**config.mk**
```make
export PLATFORM = sky130hd
export DESIGN_NAME = eth_ipv4_l4_header_parser_flat
export DESIGN_NICKNAME = d
export VERILOG_FILES = /design/src/eip_pkg.sv /design/src/eip_frame_if.sv /design/src/eip_result_if.sv /design/src/eip_capture.sv /design/src/eip_result.sv /design/src/eth_ipv4_l4_header_parser.sv /design/src/flat_wrapper.sv
export SDC_FILE = /design/constraint.sdc
export NUM_CORES = 1
export LEC_CHECK = 0
export BUFFER_PORTS_ARGS = -buffer_cell sky130_fd_sc_hd__buf_2
export CAP_MARGIN = 20
export CORE_AREA = 3 3 154 306
export DETAILED_ROUTE_END_ITERATION = 8
export DIE_AREA = 0 0 157 309
export HOLD_SLACK_MARGIN = 0.06
export PLACE_DENSITY = 0.86
export SYNTH_ARGS = -nofsm -noshare
export SYNTH_HDL_FRONTEND = slang
export SYNTH_SLANG_ARGS = --single-unit
```
**constraint.sdc**
```tcl
create_clock -name clk_i -period 11.57 [get_ports clk_i]
set_input_delay 2.314 -clock clk_i [delete_from_list [all_inputs] [get_ports clk_i]]
set_output_delay 2.314 -clock clk_i [all_outputs]
set_load 0.01 [all_outputs]
```
**src/eip_pkg.sv**
```systemverilog
`timescale 1ns / 1ps
// Shared types and constants for the Ethernet / IPv4 / L4 header parser.
// No dependencies.
package eip_pkg;

  localparam int unsigned EthHdrBytesDef = 14;
  localparam logic [31:0] LanMaskReset   = 32'hFFFF_FF00;
  localparam logic [6:0]  OffsetMax      = 7'd127;
  localparam logic [5:0]  IpMinHdr       = 6'd20;
  localparam logic [5:0]  TcpMinHdr      = 6'd20;
  localparam logic [15:0] EtherTypeIpv4  = 16'h0800;
  localparam logic [7:0]  IpProtoIcmp    = 8'd1;
  localparam logic [7:0]  IpProtoIgmp    = 8'd2;
  localparam logic [7:0]  IpProtoTcp     = 8'd6;
  localparam logic [7:0]  IpProtoUdp     = 8'd17;

  typedef enum logic [2:0] {
    STS_OK        = 3'd0,
    STS_NOT_IPV4  = 3'd1,
    STS_BAD_IPHL  = 3'd2,
    STS_LOCAL     = 3'd3,
    STS_BAD_TCPHL = 3'd4,
    STS_TRUNC     = 3'd5
  } eip_status_e;

  typedef enum logic [2:0] {
    PC_TCP   = 3'd0,
    PC_UDP   = 3'd1,
    PC_ICMP  = 3'd2,
    PC_IGMP  = 3'd3,
    PC_OTHER = 3'd4
  } eip_proto_e;

  // Header fields captured so far in the current frame.
  typedef struct packed {
    logic [47:0] dst_mac;
    logic [47:0] src_mac;
    logic [15:0] ether_kind;
    logic [3:0]  ihl;
    logic [15:0] total_len;
    logic [7:0]  proto;
    logic [31:0] src_ip;
    logic [31:0] dst_ip;
    logic [15:0] sport;
    logic [15:0] dport;
    logic [3:0]  tcp_doff;
  } eip_frame_t;

  // Capture stage to result stage.
  typedef struct packed {
    logic       fire;
    logic [6:0] offset;
    eip_frame_t frame;
  } eip_fin_t;

endpackage

```
**src/eip_frame_if.sv**
```systemverilog
`timescale 1ns / 1ps
// Byte stream channel carrying one frame byte per transaction.
// No dependencies.
interface eip_frame_if;
  logic       valid;
  logic       ready;
  logic [7:0] frame_byte;
  logic       frame_end;

  modport source (output valid, frame_byte, frame_end, input ready);
  modport sink   (input valid, frame_byte, frame_end, output ready);
endinterface

```
**src/eip_result_if.sv**
```systemverilog
`timescale 1ns / 1ps
// Result channel carrying one parsed header summary per transaction.
// No dependencies.
interface eip_result_if;
  logic        valid;
  logic        ready;
  logic [2:0]  parse_status;
  logic [47:0] dst_mac;
  logic [47:0] src_mac;
  logic [31:0] src_ip;
  logic [31:0] dst_ip;
  logic [5:0]  ip_header_len;
  logic [15:0] ip_total_len;
  logic [2:0]  proto_class;
  logic [5:0]  tcp_header_len;
  logic [15:0] sport;
  logic [15:0] dport;

  modport source (output valid, parse_status, dst_mac, src_mac, src_ip, dst_ip,
                  ip_header_len, ip_total_len, proto_class, tcp_header_len,
                  sport, dport, input ready);
  modport sink   (input valid, parse_status, dst_mac, src_mac, src_ip, dst_ip,
                  ip_header_len, ip_total_len, proto_class, tcp_header_len,
                  sport, dport, output ready);
endinterface

```
**src/eip_capture.sv**
```systemverilog
`timescale 1ns / 1ps
// Input register, byte offset counter and header field capture.
// Depends on eip_pkg and eip_frame_if.
module eip_capture #(
  parameter int unsigned ETH_HDR_BYTES = eip_pkg::EthHdrBytesDef
) (
  input  logic              clk_i,
  input  logic              rst_ni,
  eip_frame_if.sink         frame_i,
  input  logic              slot_free_i,
  output eip_pkg::eip_fin_t fin_o
);
  import eip_pkg::*;

  localparam logic [6:0] EthHdr = 7'(ETH_HDR_BYTES);

  logic       in_valid_q;
  logic [7:0] byte_q;
  logic       end_q;
  logic       adv;

  logic [6:0] offset_q, offset_d;
  eip_frame_t frame_q, frame_d, cap;

  logic [6:0] q_off;
  logic [6:0] r_off;
  logic [5:0] hl;
  logic [1:0] lane;

  assign adv           = in_valid_q & (~end_q | slot_free_i);
  assign frame_i.ready = ~in_valid_q | adv;

  always_ff @(posedge clk_i or negedge rst_ni) begin
    if (!rst_ni) begin
      in_valid_q <= 1'b0;
    end else if (frame_i.valid && frame_i.ready) begin
      in_valid_q <= 1'b1;
    end else if (adv) begin
      in_valid_q <= 1'b0;
    end
  end

  always_ff @(posedge clk_i) begin
    if (frame_i.valid && frame_i.ready) begin
      byte_q <= frame_i.frame_byte;
      end_q  <= frame_i.frame_end;
    end
  end

  always_comb begin
    cap   = frame_q;
    q_off = offset_q - EthHdr;
    hl    = {frame_q.ihl, 2'b00};
    r_off = q_off - {1'b0, hl};
    lane  = ~q_off[1:0];
    if (offset_q < OffsetMax) begin
      if (offset_q < 7'd6) begin
        cap.dst_mac = {frame_q.dst_mac[39:0], byte_q};
      end else if (offset_q < 7'd12) begin
        cap.src_mac = {frame_q.src_mac[39:0], byte_q};
      end
      if (offset_q == EthHdr - 7'd2) begin
        cap.ether_kind[15:8] = byte_q;
      end else if (offset_q == EthHdr - 7'd1) begin
        cap.ether_kind[7:0] = byte_q;
      end
      if (offset_q >= EthHdr) begin
        if (q_off == 7'd0) begin
          cap.ihl = byte_q[3:0];
        end else if (q_off == 7'd2) begin
          cap.total_len[15:8] = byte_q;
        end else if (q_off == 7'd3) begin
          cap.total_len[7:0] = byte_q;
        end else if (q_off == 7'd9) begin
          cap.proto = byte_q;
        end else if (q_off >= 7'd12 && q_off < 7'd16) begin
          cap.src_ip[{lane, 3'b000} +: 8] = byte_q;
        end else if (q_off >= 7'd16 && q_off < 7'd20) begin
          cap.dst_ip[{lane, 3'b000} +: 8] = byte_q;
        end
        // L4 header starts once the IP header length is known and valid
        if (hl >= IpMinHdr && q_off >= {1'b0, hl}) begin
          if (r_off == 7'd0) begin
            cap.sport[15:8] = byte_q;
          end else if (r_off == 7'd1) begin
            cap.sport[7:0] = byte_q;
          end else if (r_off == 7'd2) begin
            cap.dport[15:8] = byte_q;
          end else if (r_off == 7'd3) begin
            cap.dport[7:0] = byte_q;
          end else if (r_off == 7'd12) begin
            cap.tcp_doff = byte_q[7:4];
          end
        end
      end
    end
  end

  always_comb begin
    frame_d  = frame_q;
    offset_d = offset_q;
    if (adv) begin
      if (end_q) begin
        frame_d  = '0;
        offset_d = '0;
      end else begin
        frame_d = cap;
        if (offset_q < OffsetMax) begin
          offset_d = offset_q + 7'd1;
        end
      end
    end
  end

  always_ff @(posedge clk_i or negedge rst_ni) begin
    if (!rst_ni) begin
      frame_q  <= '0;
      offset_q <= '0;
    end else begin
      frame_q  <= frame_d;
      offset_q <= offset_d;
    end
  end

  assign fin_o.fire   = adv & end_q;
  assign fin_o.offset = offset_q;
  assign fin_o.frame  = cap;

endmodule

```
**src/eip_result.sv**
```systemverilog
`timescale 1ns / 1ps
// Frame checks, status and result register feeding the output channel.
// Depends on eip_pkg and eip_result_if.
module eip_result #(
  parameter int unsigned ETH_HDR_BYTES = eip_pkg::EthHdrBytesDef
) (
  input  logic              clk_i,
  input  logic              rst_ni,
  input  eip_pkg::eip_fin_t fin_i,
  input  logic [31:0]       lan_mask_i,
  output logic              slot_free_o,
  eip_result_if.source      result_o
);
  import eip_pkg::*;

  localparam logic [7:0] EthLen = 8'(ETH_HDR_BYTES);

  logic        out_valid_q;
  eip_status_e sts_d, sts_q;
  eip_proto_e  cls_d, cls_q;
  logic [47:0] dst_mac_d, dst_mac_q, src_mac_d, src_mac_q;
  logic [31:0] src_ip_d, src_ip_q, dst_ip_d, dst_ip_q;
  logic [5:0]  iphl_d, iphl_q, tcphl_d, tcphl_q;
  logic [15:0] tlen_d, tlen_q, sport_d, sport_q, dport_d, dport_q;

  logic [7:0]  len;
  logic [5:0]  hl;
  logic [5:0]  th;
  logic [7:0]  l4_base;
  eip_proto_e  cls;
  eip_frame_t  f;

  assign slot_free_o = ~out_valid_q | result_o.ready;

  always_comb begin
    f       = fin_i.frame;
    len     = {1'b0, fin_i.offset} + 8'd1;
    hl      = {f.ihl, 2'b00};
    th      = {f.tcp_doff, 2'b00};
    l4_base = EthLen + {2'b00, hl};
    if (f.proto == IpProtoTcp) begin
      cls = PC_TCP;
    end else if (f.proto == IpProtoUdp) begin
      cls = PC_UDP;
    end else if (f.proto == IpProtoIcmp) begin
      cls = PC_ICMP;
    end else if (f.proto == IpProtoIgmp) begin
      cls = PC_IGMP;
    end else begin
      cls = PC_OTHER;
    end

    sts_d     = STS_OK;
    cls_d     = PC_TCP;
    dst_mac_d = '0;
    src_mac_d = '0;
    src_ip_d  = '0;
    dst_ip_d  = '0;
    iphl_d    = '0;
    tlen_d    = '0;
    tcphl_d   = '0;
    sport_d   = '0;
    dport_d   = '0;

    if (len < EthLen) begin
      sts_d = STS_TRUNC;
    end else if (f.ether_kind != EtherTypeIpv4) begin
      sts_d = STS_NOT_IPV4;
    end else if (len < EthLen + 8'd1) begin
      sts_d = STS_TRUNC;
    end else if (hl < IpMinHdr) begin
      sts_d = STS_BAD_IPHL;
    end else if (len < EthLen + {2'b00, IpMinHdr}) begin
      sts_d = STS_TRUNC;
    end else if (((f.src_ip ^ f.dst_ip) & lan_mask_i) == 32'd0) begin
      sts_d = STS_LOCAL;
    end else if ((cls == PC_TCP && len < l4_base + 8'd13) ||
                 (cls == PC_UDP && len < l4_base + 8'd4)) begin
      sts_d = STS_TRUNC;
    end else begin
      dst_mac_d = f.dst_mac;
      src_mac_d = f.src_mac;
      src_ip_d  = f.src_ip;
      dst_ip_d  = f.dst_ip;
      iphl_d    = hl;
      tlen_d    = f.total_len;
      cls_d     = cls;
      if (cls == PC_TCP) begin
        if (th < TcpMinHdr) begin
          sts_d = STS_BAD_TCPHL;
        end else begin
          tcphl_d = th;
          sport_d = f.sport;
          dport_d = f.dport;
        end
      end else if (cls == PC_UDP) begin
        sport_d = f.sport;
        dport_d = f.dport;
      end
    end
  end

  always_ff @(posedge clk_i or negedge rst_ni) begin
    if (!rst_ni) begin
      out_valid_q <= 1'b0;
    end else if (fin_i.fire) begin
      out_valid_q <= 1'b1;
    end else if (result_o.ready) begin
      out_valid_q <= 1'b0;
    end
  end

  always_ff @(posedge clk_i) begin
    if (fin_i.fire) begin
      sts_q     <= sts_d;
      cls_q     <= cls_d;
      dst_mac_q <= dst_mac_d;
      src_mac_q <= src_mac_d;
      src_ip_q  <= src_ip_d;
      dst_ip_q  <= dst_ip_d;
      iphl_q    <= iphl_d;
      tlen_q    <= tlen_d;
      tcphl_q   <= tcphl_d;
      sport_q   <= sport_d;
      dport_q   <= dport_d;
    end
  end

  assign result_o.valid          = out_valid_q;
  assign result_o.parse_status   = sts_q;
  assign result_o.dst_mac        = dst_mac_q;
  assign result_o.src_mac        = src_mac_q;
  assign result_o.src_ip         = src_ip_q;
  assign result_o.dst_ip         = dst_ip_q;
  assign result_o.ip_header_len  = iphl_q;
  assign result_o.ip_total_len   = tlen_q;
  assign result_o.proto_class    = cls_q;
  assign result_o.tcp_header_len = tcphl_q;
  assign result_o.sport          = sport_q;
  assign result_o.dport          = dport_q;

endmodule

```
**src/eth_ipv4_l4_header_parser.sv**
```systemverilog
`timescale 1ns / 1ps
// Top level of the Ethernet / IPv4 / TCP / UDP header parser.
// Depends on eip_pkg, eip_frame_if, eip_result_if, eip_capture and eip_result.
//
// Takes one frame byte per cycle, starting at the destination MAC, with
// frame_end on the last byte; bytes past position 126 are ignored. Each byte
// passes through an input register and is captured from there; on the last
// byte the checks run in the same cycle and one result transaction is loaded
// into the output register when it is free or being emptied, so the last byte
// passes the input and then the output register before the result shows.
// Throughput is one byte per cycle; ready drops only while a finished result
// waits in the output register and the registered byte is itself a frame end.
// The user must write lan_mask through cfg_we_i / cfg_wdata_i only between
// frames; the block itself does not enforce it. It resets to 0xFFFFFF00.
module eth_ipv4_l4_header_parser #(
  parameter int unsigned ETH_HDR_BYTES = eip_pkg::EthHdrBytesDef
) (
  input  logic         clk_i,
  input  logic         rst_ni,
  input  logic         cfg_we_i,
  input  logic [31:0]  cfg_wdata_i,
  eip_frame_if.sink    frame_i,
  eip_result_if.source result_o
);
  import eip_pkg::*;

  logic [31:0] lan_mask_q;
  logic        slot_free;
  eip_fin_t    fin;

  always_ff @(posedge clk_i or negedge rst_ni) begin
    if (!rst_ni) begin
      lan_mask_q <= LanMaskReset;
    end else if (cfg_we_i) begin
      lan_mask_q <= cfg_wdata_i;
    end
  end

  eip_capture #(
    .ETH_HDR_BYTES (ETH_HDR_BYTES)
  ) u_capture (
    .clk_i       (clk_i),
    .rst_ni      (rst_ni),
    .frame_i     (frame_i),
    .slot_free_i (slot_free),
    .fin_o       (fin)
  );

  eip_result #(
    .ETH_HDR_BYTES (ETH_HDR_BYTES)
  ) u_result (
    .clk_i       (clk_i),
    .rst_ni      (rst_ni),
    .fin_i       (fin),
    .lan_mask_i  (lan_mask_q),
    .slot_free_o (slot_free),
    .result_o    (result_o)
  );

  a_fire_slot_free: assert property (@(posedge clk_i) disable iff (!rst_ni)
    fin.fire |-> (!result_o.valid || result_o.ready))
    else $error("frame end fired into an occupied result register");

  a_fire_valid: assert property (@(posedge clk_i) disable iff (!rst_ni)
    fin.fire |=> result_o.valid)
    else $error("result not presented after frame end");

  a_status_range: assert property (@(posedge clk_i) disable iff (!rst_ni)
    result_o.valid |-> (result_o.parse_status <= STS_TRUNC))
    else $error("status code out of range");

  a_fail_zero: assert property (@(posedge clk_i) disable iff (!rst_ni)
    (result_o.valid && result_o.parse_status != STS_OK &&
     result_o.parse_status != STS_BAD_TCPHL) |->
    (result_o.dst_mac == 48'd0 && result_o.src_ip == 32'd0 &&
     result_o.sport == 16'd0))
    else $error("rejected frame carries header fields");

endmodule
```
**src/flat_wrapper.sv**
```systemverilog
// flat-port wrapper written by rule: the top's interface ports become plain ports
module eth_ipv4_l4_header_parser_flat import eip_pkg::*;
#(
  parameter int unsigned ETH_HDR_BYTES = eip_pkg::EthHdrBytesDef
)
  (clk_i, rst_ni, cfg_we_i, cfg_wdata_i, frame_i_valid, frame_i_frame_byte, frame_i_frame_end, frame_i_ready, result_o_valid, result_o_parse_status, result_o_dst_mac, result_o_src_mac, result_o_src_ip, result_o_dst_ip, result_o_ip_header_len, result_o_ip_total_len, result_o_proto_class, result_o_tcp_header_len, result_o_sport, result_o_dport, result_o_ready);
  eip_frame_if frame_i_i ();
  eip_result_if result_o_i ();
  input  logic clk_i;
  input  logic rst_ni;
  input  logic cfg_we_i;
  input  logic [31:0] cfg_wdata_i;
  input wire logic [$bits(frame_i_i.valid)-1:0] frame_i_valid;
  input wire logic [$bits(frame_i_i.frame_byte)-1:0] frame_i_frame_byte;
  input wire logic [$bits(frame_i_i.frame_end)-1:0] frame_i_frame_end;
  output wire logic [$bits(frame_i_i.ready)-1:0] frame_i_ready;
  output wire logic [$bits(result_o_i.valid)-1:0] result_o_valid;
  output wire logic [$bits(result_o_i.parse_status)-1:0] result_o_parse_status;
  output wire logic [$bits(result_o_i.dst_mac)-1:0] result_o_dst_mac;
  output wire logic [$bits(result_o_i.src_mac)-1:0] result_o_src_mac;
  output wire logic [$bits(result_o_i.src_ip)-1:0] result_o_src_ip;
  output wire logic [$bits(result_o_i.dst_ip)-1:0] result_o_dst_ip;
  output wire logic [$bits(result_o_i.ip_header_len)-1:0] result_o_ip_header_len;
  output wire logic [$bits(result_o_i.ip_total_len)-1:0] result_o_ip_total_len;
  output wire logic [$bits(result_o_i.proto_class)-1:0] result_o_proto_class;
  output wire logic [$bits(result_o_i.tcp_header_len)-1:0] result_o_tcp_header_len;
  output wire logic [$bits(result_o_i.sport)-1:0] result_o_sport;
  output wire logic [$bits(result_o_i.dport)-1:0] result_o_dport;
  input wire logic [$bits(result_o_i.ready)-1:0] result_o_ready;
  assign frame_i_i.valid = frame_i_valid;
  assign frame_i_i.frame_byte = frame_i_frame_byte;
  assign frame_i_i.frame_end = frame_i_frame_end;
  assign frame_i_ready = frame_i_i.ready;
  assign result_o_valid = result_o_i.valid;
  assign result_o_parse_status = result_o_i.parse_status;
  assign result_o_dst_mac = result_o_i.dst_mac;
  assign result_o_src_mac = result_o_i.src_mac;
  assign result_o_src_ip = result_o_i.src_ip;
  assign result_o_dst_ip = result_o_i.dst_ip;
  assign result_o_ip_header_len = result_o_i.ip_header_len;
  assign result_o_ip_total_len = result_o_i.ip_total_len;
  assign result_o_proto_class = result_o_i.proto_class;
  assign result_o_tcp_header_len = result_o_i.tcp_header_len;
  assign result_o_sport = result_o_i.sport;
  assign result_o_dport = result_o_i.dport;
  assign result_o_i.ready = result_o_ready;
  eth_ipv4_l4_header_parser #(.ETH_HDR_BYTES(ETH_HDR_BYTES)) u_core (.clk_i(clk_i), .rst_ni(rst_ni), .cfg_we_i(cfg_we_i), .cfg_wdata_i(cfg_wdata_i), .frame_i(frame_i_i), .result_o(result_o_i));
endmodule
```
### Yosys cells after proc, flatten, opt, wreduce, memory -nomap -nowiden

Cells that the tools add are included.
Widths: inputs -> output; s select.

| word-level totals | value |
|---|---|
| input port bits | 46 |
| word-level logic and storage cells | 161 |
| register bits | 516 |
| output and inout port bits | 228 |

| operators by class | value |
|---|---|
| reductions and logical operators | 20 |
| bitwise operators | 12 |
| shift operators | 2 |
| order comparisons | 17 |
| $add $sub $neg | 8 |
| multiplexer cells | 56 |
| equal/unequal tests | 15 |

Operators with widths:

| operator | number |
|---|---|
| $mux 240 | 2 |
| $mux 48 | 3 |
| $mux 128 | 1 |
| $mux 16 | 6 |
| $mux 32 | 3 |
| $mux 88 | 1 |
| $mux 8 | 10 |
| $mux 80 | 1 |
| $mux 72 | 1 |
| $bwmux 32 | 2 |
| $mux 64 | 1 |
| $mux 3 | 12 |
| $mux 36 | 1 |
| $and 32x32->32 | 1 |
| $logic_not 32->1 | 1 |
| $shift 8x7->32 const A | 1 |
| $shiftx 8x7->32 | 1 |
| $xor 32x32->32 | 1 |
| $eq 7x2->1 const B | 4 |
| $eq 7x4->1 const B | 4 |
| $mux 28 | 1 |
| $mux 20 | 1 |
| $lt 8x4->1 const B | 2 |
| $lt 8x8->1 | 2 |
| other kinds (44) | 67 |

### Depth between registers and ports, before layout

Gate-level depths: netlist of the first run.

| depth | value |
|---|---|
| word-level depth | 27 |
| depth in mapped cells | 24 |

### Hierarchy

Synthesis of the first run repeated with hierarchy kept, for this count alone.

| unflattened totals | value |
|---|---|
| cells, all modules | 1953 |
| area total of the unflattened synthesis | 24408.4 µm² |

Modules (own cells, without submodules):

| module | seq. area each (µm²) | cells an instance | times used | area an instance (µm²) |
|---|---|---|---|---|
| eip_capture | 6476.2 | 1227 | 1 | 13469.2 |
| eip_result | 6691.4 | 658 | 1 | 9564.2 |
| eth_ipv4_l4_header_parser | 830.8 | 68 | 1 | 1375.1 |

### Least setup slack after synthesis of the first run

OpenSTA, ideal clock, no wires.

| path | value |
|---|---|
| path kind | input port to flip-flop |
| from | input port result_o_ready |
| to | register u_core.u_result.out_valid_q, in the netlist u_core.u_result.result_o.valid |
| arrival time | 12.821 ns |
| cell stages on the path | 6 |
| library setup time | 0.125 ns |
| buffers on the path | 1 |
| slack | -1.376 ns |
| required time | 11.445 ns |
| path through | nor2b_1 nand2_1 nand2_1 clkbuf_1 nor2_1 or2_2 |

RTL lines:

| item | line | RTL |
|---|---|---|
| from (decl) | flat_wrapper.sv:29 | `input wire logic [$bits(result_o_i.ready)-1:0] result_o_ready;` |
| to (signal assigned) | eip_result.sv:105 | `out_valid_q <= 1'b0;` |
| to (signal assigned) | eip_result.sv:107 | `out_valid_q <= 1'b1;` |
| to (signal assigned) | eip_result.sv:109 | `out_valid_q <= 1'b0;` |
| to (decl) | eip_result.sv:18 | `logic out_valid_q;` |

==> results of run 1 <==
-- power groups by stage --
stage          combinational (mW)  sequential (mW)  clock [mW]
5_1_grt                     0.391             2.02        1.55
6_report                    0.364             2.02        1.46
3_3_place_gp                0.345             2.05           0
4_1_cts                     0.358             2.02        1.48
2_1_floorplan               0.201             2.06           0
3_5_place_dp                0.356             2.05           0
-- metal layers --
layer,vias to the layer above,part of all wire,global-route usage
met5,-,0,0
li1,8106,-,-
met4,0,0.062,0.155
met3,226,0.066,0.0304
met2,1063,0.53,0.486
met1,9084,0.34,0.308
-- critical path, cell delays in order, from the launching register on --
cell      delay, ns
dfrtp_1        0.62
ha_1           0.50
xnor2_1        0.13
o32ai_2        0.71
nand4_1        0.40
mux2i_1        0.61
inv_1          0.15
ha_1           0.23
a21oi_1        0.15
xnor2_1        0.15
nor3_1         0.27
xnor2_1        0.10
o32a_1         0.19
ha_1           0.29
nor2b_1        0.13
o21ai_0        0.17
nand3b_1       0.12
nand3_1        0.16
nor2_1         0.11
nand3_4        0.44
buf_4          0.75
nor3_1         0.16
-- sequential cells by signal (all words and copies together), names as in the netlist, 8 cells and up --
| signal | flops |
|---|---|
| u_core.u_result.result_o.src_mac | 48 |
| u_core.u_capture.byte_q | 8 |
| u_core.u_capture.frame_q | 240 |
| u_core.u_result.result_o.dst_mac | 48 |
| u_core.u_result.result_o.ip_total_len | 16 |
| u_core.u_result.result_o.sport | 16 |
| u_core.u_result.result_o.src_ip | 32 |
| u_core.u_result.result_o.dst_ip | 32 |
| u_core.u_result.result_o.dport | 16 |
| u_core.lan_mask_q | 32 |
-- cell type report --
type                       instances  area [µm²]
sequential                       512       14000
antenna                            1        2.50
timing repair buffer             311        1700
inverter                          33         124
clock inverter                    25         199
tap                              560         701
multi-input combinational       1388        8900
fill                            3586       18200
clock buffer                      56        1200
-- worst max path at each step --
stage                                                   from                                               to  cells after the start
floorplan                                     result_o_ready       u_core.u_result.result_o.valid$_DFFE_PN0P_                      6
global placement    u_core.u_capture.offset_q[2]$_DFFE_PN0P_  u_core.u_result.result_o.dport[2]$_SDFFCE_PP0P_                     21
detailed placement  u_core.u_capture.offset_q[2]$_DFFE_PN0P_  u_core.u_result.result_o.dport[6]$_SDFFCE_PP0P_                     21
CTS                 u_core.u_capture.offset_q[2]$_DFFE_PN0P_  u_core.u_result.result_o.dport[6]$_SDFFCE_PP0P_                     21
global route        u_core.u_capture.offset_q[2]$_DFFE_PN0P_  u_core.u_result.result_o.dport[6]$_SDFFCE_PP0P_                     21
finish              u_core.u_capture.offset_q[2]$_DFFE_PN0P_  u_core.u_result.result_o.dport[6]$_SDFFCE_PP0P_                     21
-- kinds of logic (layout without fill, tap and decap cells) --
family | after synthesis | after routing | synth area share
other | 1 | 5 | 0.000158
XOR/XNOR | 38 | 38 | 0.0140
AO/OA/AOI/OAI | 581 | 581 | 0.174
flip-flops | 512 | 512 | 0.591
multiplexers | 92 | 92 | 0.0407
AND/OR/NAND/NOR | 642 | 642 | 0.126
buffers and inverters | 197 | 425 | 0.0383
adder cells (fa/ha/maj) | 31 | 31 | 0.0167
-- layout by cell type, fill, tap and decap left out, drive strengths merged, types with 18 or more instances in the layout --
master,count
a21oi,165
a22o,203
a22oi,22
and2,18
and3,20
buf,311
clkbuf,56
clkinv,18
dfrtp,257
dfstp,24
edfxtp,231
ha,30
inv,33
mux2,35
mux2i,57
nand2,311
nand3,30
nor2,99
nor2b,30
nor3,54
nor4,22
o21ai,79
xnor2,24
-- metrics by stage --
step	hold slack, ns	area (µm²)	utilization
floorplan	0.450	23700	-
global placement	0.463	25400	0.564
detailed placement	0.472	25400	0.564
CTS	0.488	26800	0.595
global route	0.497	26800	0.596
finish	0.488	26800	0.596
==> results.toml, run 1 <==
[routing]
drcViolationCount = 4
drt_iter0_markers = 1607
vias_per_cell = 6.40
wl_per_cell_um = 23.4
vias = 18500
drt-pass1-iter-count = 9
ant_nets = 0
finalWirelength_um = 67500

[cts]
cts_buffers = 44
ctsResizeCount = 0
post-cts-setup-buffer-count = 0
htreeDepth = 2
hold_buffers = 0
clockRootBuffer = "clkbuf_16"
clk_pin_slew_ns = 0.08
cts_buffer_depth = 3
clock_latency_ns = 0.57
cts_tree = "built"
clock-sinks = 512

[layout]
drive_gt1_frac = 0.203
final_nets = 2367
syn_to_final_growth_pct = 13.2
final_cells = 2886

[floorplanning]
row_count = 110
initial_core_util = 0.527
pin_count = 274
dieArea_um2 = 48500
die-width_um = 157
core_um2 = 45000
dieHeight_um = 309

[placement]
gp_congestion = 0.918
numPortBuffers = 269
dp_hpwl_um = 45300
placed_cells = 2802
place_ws_ns = 4.78

[status]
violations = "DRC"
status = "finished with violations"

[setup_path]
rr_endpoint = "u_core.u_result.result_o.dport[6]$_SDFFCE_PP0P_"
critPathArrivalTime_ns = 7.23
cp_max_fo = 80
r2r_start = "u_core.u_capture.offset_q[2]$_DFFE_PN0P_"
cp.required_ns = 11.83
crit_path_end_kind = "register"
critPathKind = "reg -> reg"
reg2regPathDepth = 21
rrSetupSlack_ns = 4.60
startpoint_type = "register"

[timing]
finalHoldViolCount = 0
fin_crit_sh = 0.602
rsz0062_at_grt = "no"
setup_tns_ns = 0
maxSlewViolCount = 0
worst_slew_pin_slew_ns = 1.06
max_freq_ghz = 0.143
fin_ws_ns = 4.60
worst_slew_margin_rel = 0.287
finalClockSkew_ns = 0.0299
setup_viol = 0
period_needed_ns = 6.97

[global_routing]
grt.total_usage = 0.271
grt_overflow = 0
grt_pass1_wl_um = 103000
grt_pass1_vias = 18400
grt_max_degree = 89
antenna_found_initial = 1

[power_and_ir_drop]
ir_drop_v = 0.000139
powerDensity_nw_per_um2 = 143
leakage_nw = 10.9
p_seq_frac = 0.525
internal_power_mw = 2.86
power.switching_uw = 985
fin_total_pwr_mw = 3.84
pwr-share-clk = 0.380
p_sw_frac = 0.256
comb_power_share = 0.095

[logic_synthesis]
yosysMostFrequentCell = "nand2_1"
yosysSeqAreaShare = 0.591
synth_cells = 2094
synth.avg_cell_area_um2 = 11.3
synth_common_cells = "nand2_1 (311), dfrtp_1 (257), edfxtp_1 (231)"
synth-seq-cells = 512
synth-main-ff-cell = "dfrtp_1"
synth_top_area_frac = 0.293
ys_types = 79
synth_top_area_cell = "edfxtp_1"
synth_edf_count = 231
async_flop_share = 0.549
yosysWarningCount = 0
synth_area_leaders = "edfxtp_1 (29%), dfrtp_1 (27%), a22o_1 (7.5%), nand2_1 (4.9%), a21oi_1 (3.5%)"
syn_area_um2 = 23700

[flow_run]
cap_violations = 0

[min_path]
min_from = "u_core.u_capture.frame_q[239]$_DFFE_PN0P_"
hold_class = "reg -> reg"
whs_path_depth = 2
min_to = "u_core.u_capture.frame_q[239]$_DFFE_PN0P_"
Note: power is estimated with default switching activity, not from simulation.
==> run 2, diff against run 1 <==
==> constraint.sdc (replaced) <==
create_clock -name clk_i -period 6.4 [get_ports clk_i]
set_input_delay 1.28 -clock clk_i [delete_from_list [all_inputs] [get_ports clk_i]]
set_output_delay 1.28 -clock clk_i [all_outputs]
set_load 0.01 [all_outputs]
==> run 2 against run 1 <==
The run now ends clean. Sequential share of layout area fell by 0.48 points. Critical path depth fell by 8. Utilization rose by 0.55 points. Clock skew rose by 0.0061 ns. Final cell count rose by 0.31%. Sequential power rose by 81%. Via count barely moved. Global-route usage rose by 0.29 points.
==> results.toml, run 2 (same netlist as run 1, synthesis figures left out) <==
[power_and_ir_drop]
powerDensity_nw_per_um2 = 263
leakage_nw = 11.0
p_seq_frac = 0.514
comb_power_share = 0.092
pwr-share-clk = 0.395
internal_power_mw = 5.30
ir_drop_v = 0.000210
p_sw_frac = 0.255
fin_total_pwr_mw = 7.12
power.switching_mw = 1.82

[min_path]
min_from = "u_core.u_capture.frame_q[7]$_DFFE_PN0P_"
whs_path_depth = 1
min_to = "u_core.u_capture.frame_q[7]$_DFFE_PN0P_"
hold_class = "reg -> reg"

[global_routing]
antenna_found_initial = 0
grt.total_usage = 0.274
grt_max_degree = 151
grt_pass1_wl_um = 104000
grt_overflow = 0
grt_pass1_vias = 18400

[routing]
ant_nets = 0
finalWirelength_um = 67800
drcViolationCount = 0
drt_iter0_markers = 1821
vias_per_cell = 6.38
wl_per_cell_um = 23.4
vias = 18500
drt-pass1-iter-count = 8

[setup_path]
critPathKind = "reg -> reg"
critPathArrivalTime_ns = 6.10
rr_endpoint = "u_core.u_result.result_o.dport[13]$_SDFFCE_PP0P_"
r2r_start = "u_core.u_capture.offset_q[2]$_DFFE_PN0P_"
cp.required_ns = 6.69
startpoint_type = "register"
rrSetupSlack_ns = 0.59
crit_start = "u_core.u_capture.offset_q[2]$_DFFE_PN0P_"
reg2regPathDepth = 13
crit_path_end_kind = "register"
cp_max_fo = 88

[timing]
worst_slew_margin_rel = 0.206
max_freq_ghz = 0.172
finalClockSkew_ns = 0.0360
maxSlewViolCount = 0
hold_ws_ns = 0.504
setup_tns_ns = 0
finalHoldViolCount = 0
rsz0062_at_grt = "no"
fin_crit_sh = 0.908
setup_viol = 0
worst_slew_pin_slew_ns = 1.19
period_needed_ns = 5.81

[placement]
gp_congestion = 0.947
placed_cell_area_um2 = 25500
dp_hpwl_um = 45700
numPortBuffers = 269

[cts]
ctsResizeCount = 0
hold_buffers = 0
clockRootBuffer = "clkbuf_16"
htreeDepth = 2
cts_buffers = 44
clock_latency_ns = 0.58
post-cts-setup-buffer-count = 0
clk_pin_slew_ns = 0.08
cts_buffer_depth = 3
cts_tree = "built"
clock-sinks = 512

[layout]
regMostFlops = "u_core.u_capture.frame_q"
fillers = 3481
syn_to_final_growth_pct = 14.2
final_nets = 2377
design_area_um2 = 27100
final_common_cell = "nand2_1"
layout_common_cells = "nand2_1 (311), buf_2 (268), dfrtp_1 (257)"
largest_register_ffs = 240
diodes = 0
drive_gt1_frac = 0.208

[floorplanning]
dieArea_um2 = 48500
core_um2 = 45000
dieHeight_um = 309
pin_count = 274
row_count = 110
die-width_um = 157
initial_core_util = 0.527

[status]
status = "completed"

[flow_run]
cap_violations = 0
[run 2: changes by cell type in the layout (fill, tap and decap cells not counted), moves of 2 or more]
cell / delta
clkinv_2: -7
inv_6: +2
buf_4: +5
clkinv_1: -2
clkbuf_8: +4
bufinv_16: +2
buf_12: +5
[run 2: power groups by stage]
stage	logic (mW)	registers (mW)	clock network (mW)
2_1_floorplan	0.363	3.71	0
3_3_place_gp	0.618	3.72	0
3_5_place_dp	0.635	3.72	0
4_1_cts	0.639	3.65	2.84
5_1_grt	0.703	3.66	2.96
6_report	0.652	3.66	2.81
[run 2: worst max-delay path by stage]
| stage | to |
|---|---|
| finish | u_core.u_result.result_o.dport[13]$_SDFFCE_PP0P_ |
| CTS | u_core.u_result.result_o.src_mac[32]$_SDFFCE_PP0P_ |
| floorplan | u_core.u_result.result_o.dport[0]$_SDFFCE_PP0P_ |
| global route | u_core.u_result.result_o.proto_class[0]$_SDFFCE_PP0P_ |
| detailed placement | u_core.u_result.result_o.proto_class[0]$_SDFFCE_PP0P_ |
| global placement | u_core.u_result.result_o.proto_class[0]$_SDFFCE_PP0P_ |
[run 2: area by class of cell]
class,instances,area (µm²),share of cell area
Inverter,33,124,0.00458
Tap cell,560,701,0.0259
Clock buffer,59,1250,0.0462
Clock inverter,22,254,0.00938
Timing Repair Buffer,321,1840,0.0680
Multi-Input combinational cell,1388,8900,0.329
Sequential cell,512,14000,0.517
[run 2: routing by layer]
metal / wire length, µm / vias up / track usage
met5: 0 / - / 0
met4: 4940 / 0 / 0.168
met3: 4630 / 283 / 0.0356
met2: 35000 / 1071 / 0.482
met1: 23200 / 8996 / 0.312
li1: - / 8116 / -
[run 2: worst max-delay path, cell delays in order (launching register included)]
cell and delay [ns]:
dfrtp_1 0.63, ha_1 0.50, a21oi_1 0.14, xor2_1 0.21, nor2_1 0.79, nand3_1 0.68
a2111oi_0 0.58, a211o_1 0.17, nand4_1 0.17, nor3_1 0.56, nand4_1 0.29, nand3_4 0.24
buf_12 0.33, nor3_1 0.11
[run 2: through the flow]
| stage | cells | setup slack (ns) | util |
|---|---|---|---|
| global placement | 2812 | 0.931 | 0.567 |
| global route | 2895 | 0.289 | 0.602 |
| floorplan | 2097 | 0.968 | - |
| CTS | 2893 | 0.745 | 0.600 |
| detailed placement | 2812 | 0.776 | 0.567 |
| finish | 2895 | 0.592 | 0.602 |
